<file path="src/tsfp_ram.sv">
`timescale 1ns / 1ps
module tsfp_ram #(
	parameter int WIDTH = 8,
	parameter int DEPTH = 16
) (
	input logic clk,
	input logic we,
	input logic [$clog2(DEPTH)-1:0] waddr,
	input logic [WIDTH-1:0] wdata,
	input logic [$clog2(DEPTH)-1:0] raddr,
	output logic [WIDTH-1:0] rdata
);
	logic [WIDTH-1:0] mem [DEPTH];

	// write port and registered read port
	always_ff @(posedge clk) begin
		if (we) begin
			mem[waddr] <= wdata;
		end
		rdata <= mem[raddr];
	end
endmodule

</file>
<file path="config.mk">
export PLATFORM = sky130hd
export DESIGN_NAME = tsfp_ram
export DESIGN_NICKNAME = d
export VERILOG_FILES = /design/src/tsfp_ram.sv
export SDC_FILE = /design/constraint.sdc
export NUM_CORES = 1
export LEC_CHECK = 0
export ABC_AREA = 1
export BUFFER_PORTS_ARGS = -buffer_cell sky130_fd_sc_hd__buf_2
export CORE_ASPECT_RATIO = 1.75
export CORE_MARGIN = 4
export CORE_UTILIZATION = 60
export CTS_BUF_LIST = sky130_fd_sc_hd__clkbuf_8
export CTS_CLUSTER_DIAMETER = 150
export DETAILED_ROUTE_END_ITERATION = 12
export PLACE_DENSITY = 0.78
export REMOVE_ABC_BUFFERS = 1
export SLEW_MARGIN = 0
export SYNTH_ARGS = -nofsm -noshare
export SYNTH_HDL_FRONTEND = slang
export SYNTH_SLANG_ARGS = --single-unit
export TNS_END_PERCENT = 1
</file>
<file path="constraint.sdc">
create_clock -name clk -period 1.47 [get_ports clk]
set_input_delay 0.294 -clock clk [delete_from_list [all_inputs] [get_ports clk]]
set_output_delay 0.294 -clock clk [all_outputs]
set_load 0.1 [all_outputs]
</file>
==> impl_metrics.py, run 1 <==
metrics = {
    "run_status": {
        "status": "finished clean",
    },
    "sta": {
        "setup_ws_ns": 0.115,
        "fin_worst_skew_ns": 0.00473,
        "setup_tns_ns": 0,
        "timing.final.crit_share_pct": 92.2,
        "setup_violations": 0,
        "slew_headroom_pct": 73.9,
        "drv_slew": 0,
        "worstMarginPinSlew_ns": 0.392,
        "rsz0062_at_grt": "false",
        "min_period_ns": 1.35,
        "timing.fmax_mhz": 738,
        "final_hold_viol_count": 0,
        "hold_slack_ns": 0.240,
    },
    "yosys": {
        "synth_flop_cell": "edfxtp_1",
        "yosysTopAreaCell": "edfxtp_1",
        "yosysMostFrequentCell": "nand2_1",
        "synth_seq_area_share_pct": 69.4,
        "synth-edff-count": 128,
        "ys_async_sr_fraction_pct": 0,
        "synth_top_area_share_pct": 66.7,
        "synth-seq-cells": 136,
        "synth.top_cells.by_count": "nand2_1 (173), edfxtp_1 (128), inv_1 (100)",
        "ys.warnings.count": 0,
        "syn-instance-count": 551,
        "synth_cell_types": 12,
        "syn_area_per_cell_um2": 10.5,
        "synthTopCellsByArea": "edfxtp_1 (67%), nand2_1 (11%), nand3_1 (8.4%)",
        "netlist_area_um2": 5770,
    },
    "critical_path": {
        "worstSetupStartpointType": "flip-flop",
        "slowest_delay_ns": 0.32,
        "worstSetupPathType": "flip-flop to output pin",
        "crit_arrival_ns": 1.06,
        "end_kind": "output pin",
        "crit_path_top_delay_cell": "dfxtp_1",
        "worst_ep_required_time_ns": 1.18,
        "cp_num_buf_inv": 1,
        "crit_family": "flip-flops",
        "path_max_fanout": 1,
        "crit_chain": "clkbuf_4",
    },
    "detailed_routing": {
        "post_drt_wl_per_cell_um": 17.4,
        "drt_first_iter_violations": 280,
        "dr.pass1.iters": 5,
        "ant_nets": 0,
        "drt-total-wl_um": 12700,
        "route.detailed.drc": 0,
        "viasPerCell": 5.35,
        "vias": 3917,
    },
    "floorplan": {
        "row_count": 47,
        "die-area_um2": 11300,
        "core_area_um2": 9410,
        "die_h_um": 138,
        "start_util_pct": 61.3,
        "dieWidth_um": 82.1,
        "ioPinCount": 26,
    },
    "finish": {
        "area_delta_synth_final_pct": 13.6,
        "nFillCells": 686,
        "antenna_cells": 0,
        "multi_input_area_um2": 1210,
        "drive_above_1_share_pct": 13.8,
        "register_area_um2": 4000,
        "fin_nets": 615,
    },
    "cts": {
        "insertion_delay_ns": 0.42,
        "cts_root_buf": "clkbuf_8",
        "htree_levels": 4,
        "clk_pin_slew_ns": 0.07,
        "cts.path.max_buffers": 2,
        "clock_sinks": 136,
        "cts_buffers": 17,
        "post-cts-setup-buffer-count": 0,
        "cts_tree": "done",
        "holdBufCountCts": 0,
    },
    "job": {
        "maxCapViolCount": 0,
    },
    "global_route": {
        "track_usage_pct": 25.2,
        "grt_pass1_wl_um": 20100,
        "top_usage_layer": "met2",
        "use_met3_pct": 4.91,
        "gr-usage-met1_pct": 28.9,
        "grt_start_max_net_pins": 49,
        "grtUsageMet2_pct": 42.3,
        "antenna_found_initial": 0,
        "overflow": 0,
        "grt_pass1_vias": 3961,
    },
    "min_path": {
        "hold_class": "primary input to flip-flop",
    },
    "pwr": {
        "power_per_cell_area_nw_per_um2": 1260,
        "power.leakage_uw": 0.00287,
        "irDropWorstVdd_v": 0.00115,
    },
    "placed_design": {
        "io_buffers": 25,
        "gp_congestion": 0.861,
        "place_ws_ns": 0.0701,
        "post-dp-hpwl_um": 8190,
    },
}
## registers in the layout, summed over array words and instances, names as in the netlist
signal / flops
mem: 128
rdata: 8
## stage by stage
stage                     power [uW]  util (%)  area [um2]  cells
after CTS                       8290      69.5        6540    732
final                           8260      69.6        6550    732
after global routing            8530      69.6        6550    732
after global placement          5140      64.9        6110    700
after floorplan                 4850         -        5600    527
after detailed placement        5160      64.9        6110    700
## per-layer routing
| metal | vias to the layer above | routed length (um) |
|---|---|---|
| li1 | 1858 | - |
| met1 | 1852 | 4630 |
| met2 | 158 | 6750 |
| met3 | 49 | 647 |
| met4 | 0 | 702 |
| met5 | - | 0 |
## area by class of cell
| cell class | instances | share of cell area (%) |
|---|---|---|
| clock buffers | 17 | 3.57 |
| clock inverters | 15 | 2.81 |
| multi-input cells | 289 | 18.5 |
| repair buffers | 51 | 5.77 |
| well taps | 122 | 2.33 |
| flip-flops and latches | 136 | 61.1 |
| inverters | 102 | 5.85 |
## timing repair
action,in CTS,in global routing
setup endpoints to repair,5,3
gates cloned,0,0
resized for setup,5,3
pin swaps,0,0
## worst paths after layout
kind,from,to,slack [ns],cells past startpoint
setup reg to reg,mem[4][3],rdata[3],0.41,6
setup / recovery,rdata[6],rdata[6],0.12,1
hold / removal,raddr[3],rdata[2],0.24,3
hold reg to reg,mem[13][2],rdata[2],0.67,6
## cell usage in the layout (no fill, tap or decap)
master / instances
nand2_1: 173
inv_2: 2
clkbuf_4: 3
dfxtp_1: 8
buf_4: 28
clkinvlp_4: 4
buf_2: 17
nand3b_1: 2
inv_1: 100
nand3_1: 97
bufinv_16: 4
nor2_1: 17
clkinv_2: 6
edfxtp_1: 128
buf_12: 3
clkinv_1: 1
clkbuf_8: 17
## cell families (layout without fill, tap and decap cells)
family | after synthesis | after routing | synth area share (%)
flip-flops | 136 | 136 | 69.4
buffers and inverters | 126 | 185 | 9.52
AND/OR/NAND/NOR | 289 | 289 | 21.0
## where the power goes
part           switching [uW]  total [uW]  leakage (uW)  internal, uW
sequential               27.3        4360       0.00122          4330
combinational             556         740       0.00145           185
clock                    1350        3160      0.000204          1820
total                    1930        8260       0.00287          6330
(Power assumes the default switching activity.)
==> run 2, diff against run 1 <==
- ABC_AREA: 1 -> unset
==> impl_metrics.py, run 2 <==
metrics = {
    "run_status": {
        "status": "finished clean",
    },
    "sta": {
        "timing.fmax_mhz": 725,
        "drv_slew": 0,
        "setup_violations": 0,
        "fin_worst_skew_ns": 0.00648,
        "timing.final.crit_share_pct": 93.8,
        "min_period_ns": 1.38,
        "slew_headroom_pct": 56.7,
        "final_hold_viol_count": 0,
        "worstMarginPinSlew_ns": 0.649,
        "rsz0062_at_grt": "false",
    },
    "finish": {
        "fin_nets": 313,
        "design_area_um2": 6060,
        "nFillCells": 483,
        "reg_top3": "mem: 128 flops, rdata: 8 flops",
        "mostFrequentLayoutCell": "edfxtp_1",
        "layout_common_cells": "edfxtp_1 (128), buf_4 (37), mux4_2 (18)",
        "fin_util_pct": 72.9,
        "area_delta_synth_final_pct": 17.7,
        "drive_above_1_share_pct": 35.1,
        "antenna_cells": 0,
        "regMostFlops": "mem",
        "largest_reg_flops": 128,
    },
    "yosys": {
        "muxShareOfSynthArea_pct": 15.0,
        "synth_top_area_share_pct": 74.7,
        "yosysMostFrequentCell": "edfxtp_1",
        "synth_xor_area_share_pct": 0,
        "ys.warnings.count": 0,
        "synthTopCellsByArea": "edfxtp_1 (75%), mux4_2 (7.9%), mux4_1 (7.1%)",
        "netlist_area_um2": 5150,
        "synth_seq_area_share_pct": 77.8,
        "syn-instance-count": 229,
        "synth_compound_area_share_pct": 2.33,
        "yosysTopAreaCell": "edfxtp_1",
        "synth_flop_cell": "edfxtp_1",
        "synth.top_cells.by_count": "edfxtp_1 (128), mux4_2 (18), a22oi_1 (16)",
        "synth_top_family_by_area": "multiplexers",
        "ys_async_sr_fraction_pct": 0,
        "synth-simple-area-share_pct": 3.18,
        "synth-seq-cells": 136,
        "synth_cell_types": 19,
        "synth-edff-count": 128,
        "syn_area_per_cell_um2": 22.5,
        "synth_fa_ha_area_share_pct": 0,
    },
    "cts": {
        "clk_pin_slew_ns": 0.08,
        "insertion_delay_ns": 0.43,
        "cts.path.max_buffers": 2,
        "htree_levels": 4,
        "cts_buffers": 17,
        "cts_tree": "done",
        "holdBufCountCts": 0,
        "clock_sinks": 136,
        "cts_root_buf": "clkbuf_8",
    },
    "pwr": {
        "combPwrFrac_pct": 7.5,
        "power_frac_clock_pct": 39.7,
        "seqPwrFrac_pct": 52.9,
        "p_switching_uw": 1840,
        "p_total_uw": 8240,
        "irDropWorstVdd_v": 0.000933,
        "power_per_cell_area_nw_per_um2": 1360,
        "p_int_uw": 6390,
        "switching_share_pct": 22.4,
        "power.leakage_uw": 0.00210,
    },
    "placed_design": {
        "place_area_um2": 5610,
        "io_buffers": 25,
        "post-dp-hpwl_um": 6170,
        "gp_congestion": 0.908,
    },
    "detailed_routing": {
        "viasPerCell": 5.90,
        "dr.pass1.iters": 4,
        "drt-total-wl_um": 9250,
        "drt_first_iter_violations": 167,
        "post_drt_wl_per_cell_um": 21.9,
        "ant_nets": 0,
        "vias": 2497,
        "route.detailed.drc": 0,
    },
    "floorplan": {
        "dieWidth_um": 78.0,
        "row_count": 44,
        "core_area_um2": 8310,
        "die-area_um2": 10200,
        "die_h_um": 131,
        "ioPinCount": 26,
        "start_util_pct": 61.9,
    },
    "critical_path": {
        "crit_path_top_delay_cell": "dfxtp_1",
        "worstSetupStartpointType": "flip-flop",
        "path_max_fanout": 1,
        "crit_arrival_ns": 1.09,
        "crit_family": "flip-flops",
        "slowest_delay_ns": 0.36,
        "worstSetupPathType": "flip-flop to output pin",
        "end_kind": "output pin",
        "crit_chain": "buf_4",
        "cp_num_buf_inv": 1,
        "worst_ep_required_time_ns": 1.18,
    },
    "global_route": {
        "antenna_found_initial": 0,
        "grt_start_max_net_pins": 25,
        "overflow": 0,
        "track_usage_pct": 20.1,
        "grt_pass1_vias": 2562,
        "grt_pass1_wl_um": 14300,
    },
    "job": {
        "maxCapViolCount": 0,
    },
    "min_path": {
        "hold_class": "primary input to flip-flop",
    },
}
==> run 2: cell types whose count changed after synthesis, sizes merged, moves of 16 or more <==
cell	previous run	this run
buf	24	7
a22oi	0	16
inv	102	0
mux4	0	32
nand2	173	9
nand3	97	1
==> run 2: worst paths after layout <==
path	start	end	slack, ns	cells after the start
min reg2reg	mem[14][4]	rdata[4]	0.68	3
max reg2reg	mem[1][0]	rdata[0]	0.11	3
min	wdata[2]	mem[1][2]	0.24	1
max	rdata[2]	rdata[2]	0.09	1
==> run 2: metal layers <==
layer  up-vias  track usage, %  part of all wire [%]  wire length [um]
li1       1107               -                     -                 -
met1      1291            24.8                    40              3650
met2        84            34.1                    53              4930
met3        15            5.21                   5.2               485
met4         0            8.55                   1.9               175
met5         -               0                     0                 0
==> run 2: layout make-up <==
type	instances	area [um2]	area share (%)
Clock buffer	17	234	3.86
Clock inverter	15	199	3.28
Multi-Input combinational cell	83	1060	17.4
Sequential cell	136	4000	66.1
Tap cell	115	144	2.37
Timing Repair Buffer	57	423	6.98
==> run 2: what timing repair did <==
item | CTS | global route
endpoints found under the setup margin | 8 | 0
setup buffers | 0 | 0
gates resized for setup | 8 | 0
==> run 2: cells by family after synthesis <==
group / after synthesis
flops: 136
simple gates: 35
mux: 32
compound gates: 16
buf+inv: 10
==> run 2: worst register-to-register path, cell delays in order (launching register included) <==
cell and delay (ns):
edfxtp_1 0.37, mux4_1 0.52, a22oi_1 0.26, nand2_1 0.09
==> run 2: through the flow <==
stage / hold slack [ns] / instances / worst slack [ns] / TNS, ns
2_1_floorplan: 0.393 / 219 / -0.317 / -4.62
3_3_place_gp: 0.658 / 391 / -0.218 / -4.20
3_5_place_dp: 0.674 / 391 / -0.260 / -4.81
4_1_cts: 0.222 / 423 / 0.0615 / 0
5_1_grt: 0.226 / 423 / 0.0541 / 0
6_report: 0.241 / 423 / 0.0908 / 0
==> run 2: power by group through the flow <==
stage	clock, uW	sequential (uW)	combinational (uW)
after floorplan	0	4620	174
after global placement	0	4440	593
after detailed placement	0	4440	604
after CTS	3310	4360	621
after global routing	3500	4360	648
final	3270	4350	615
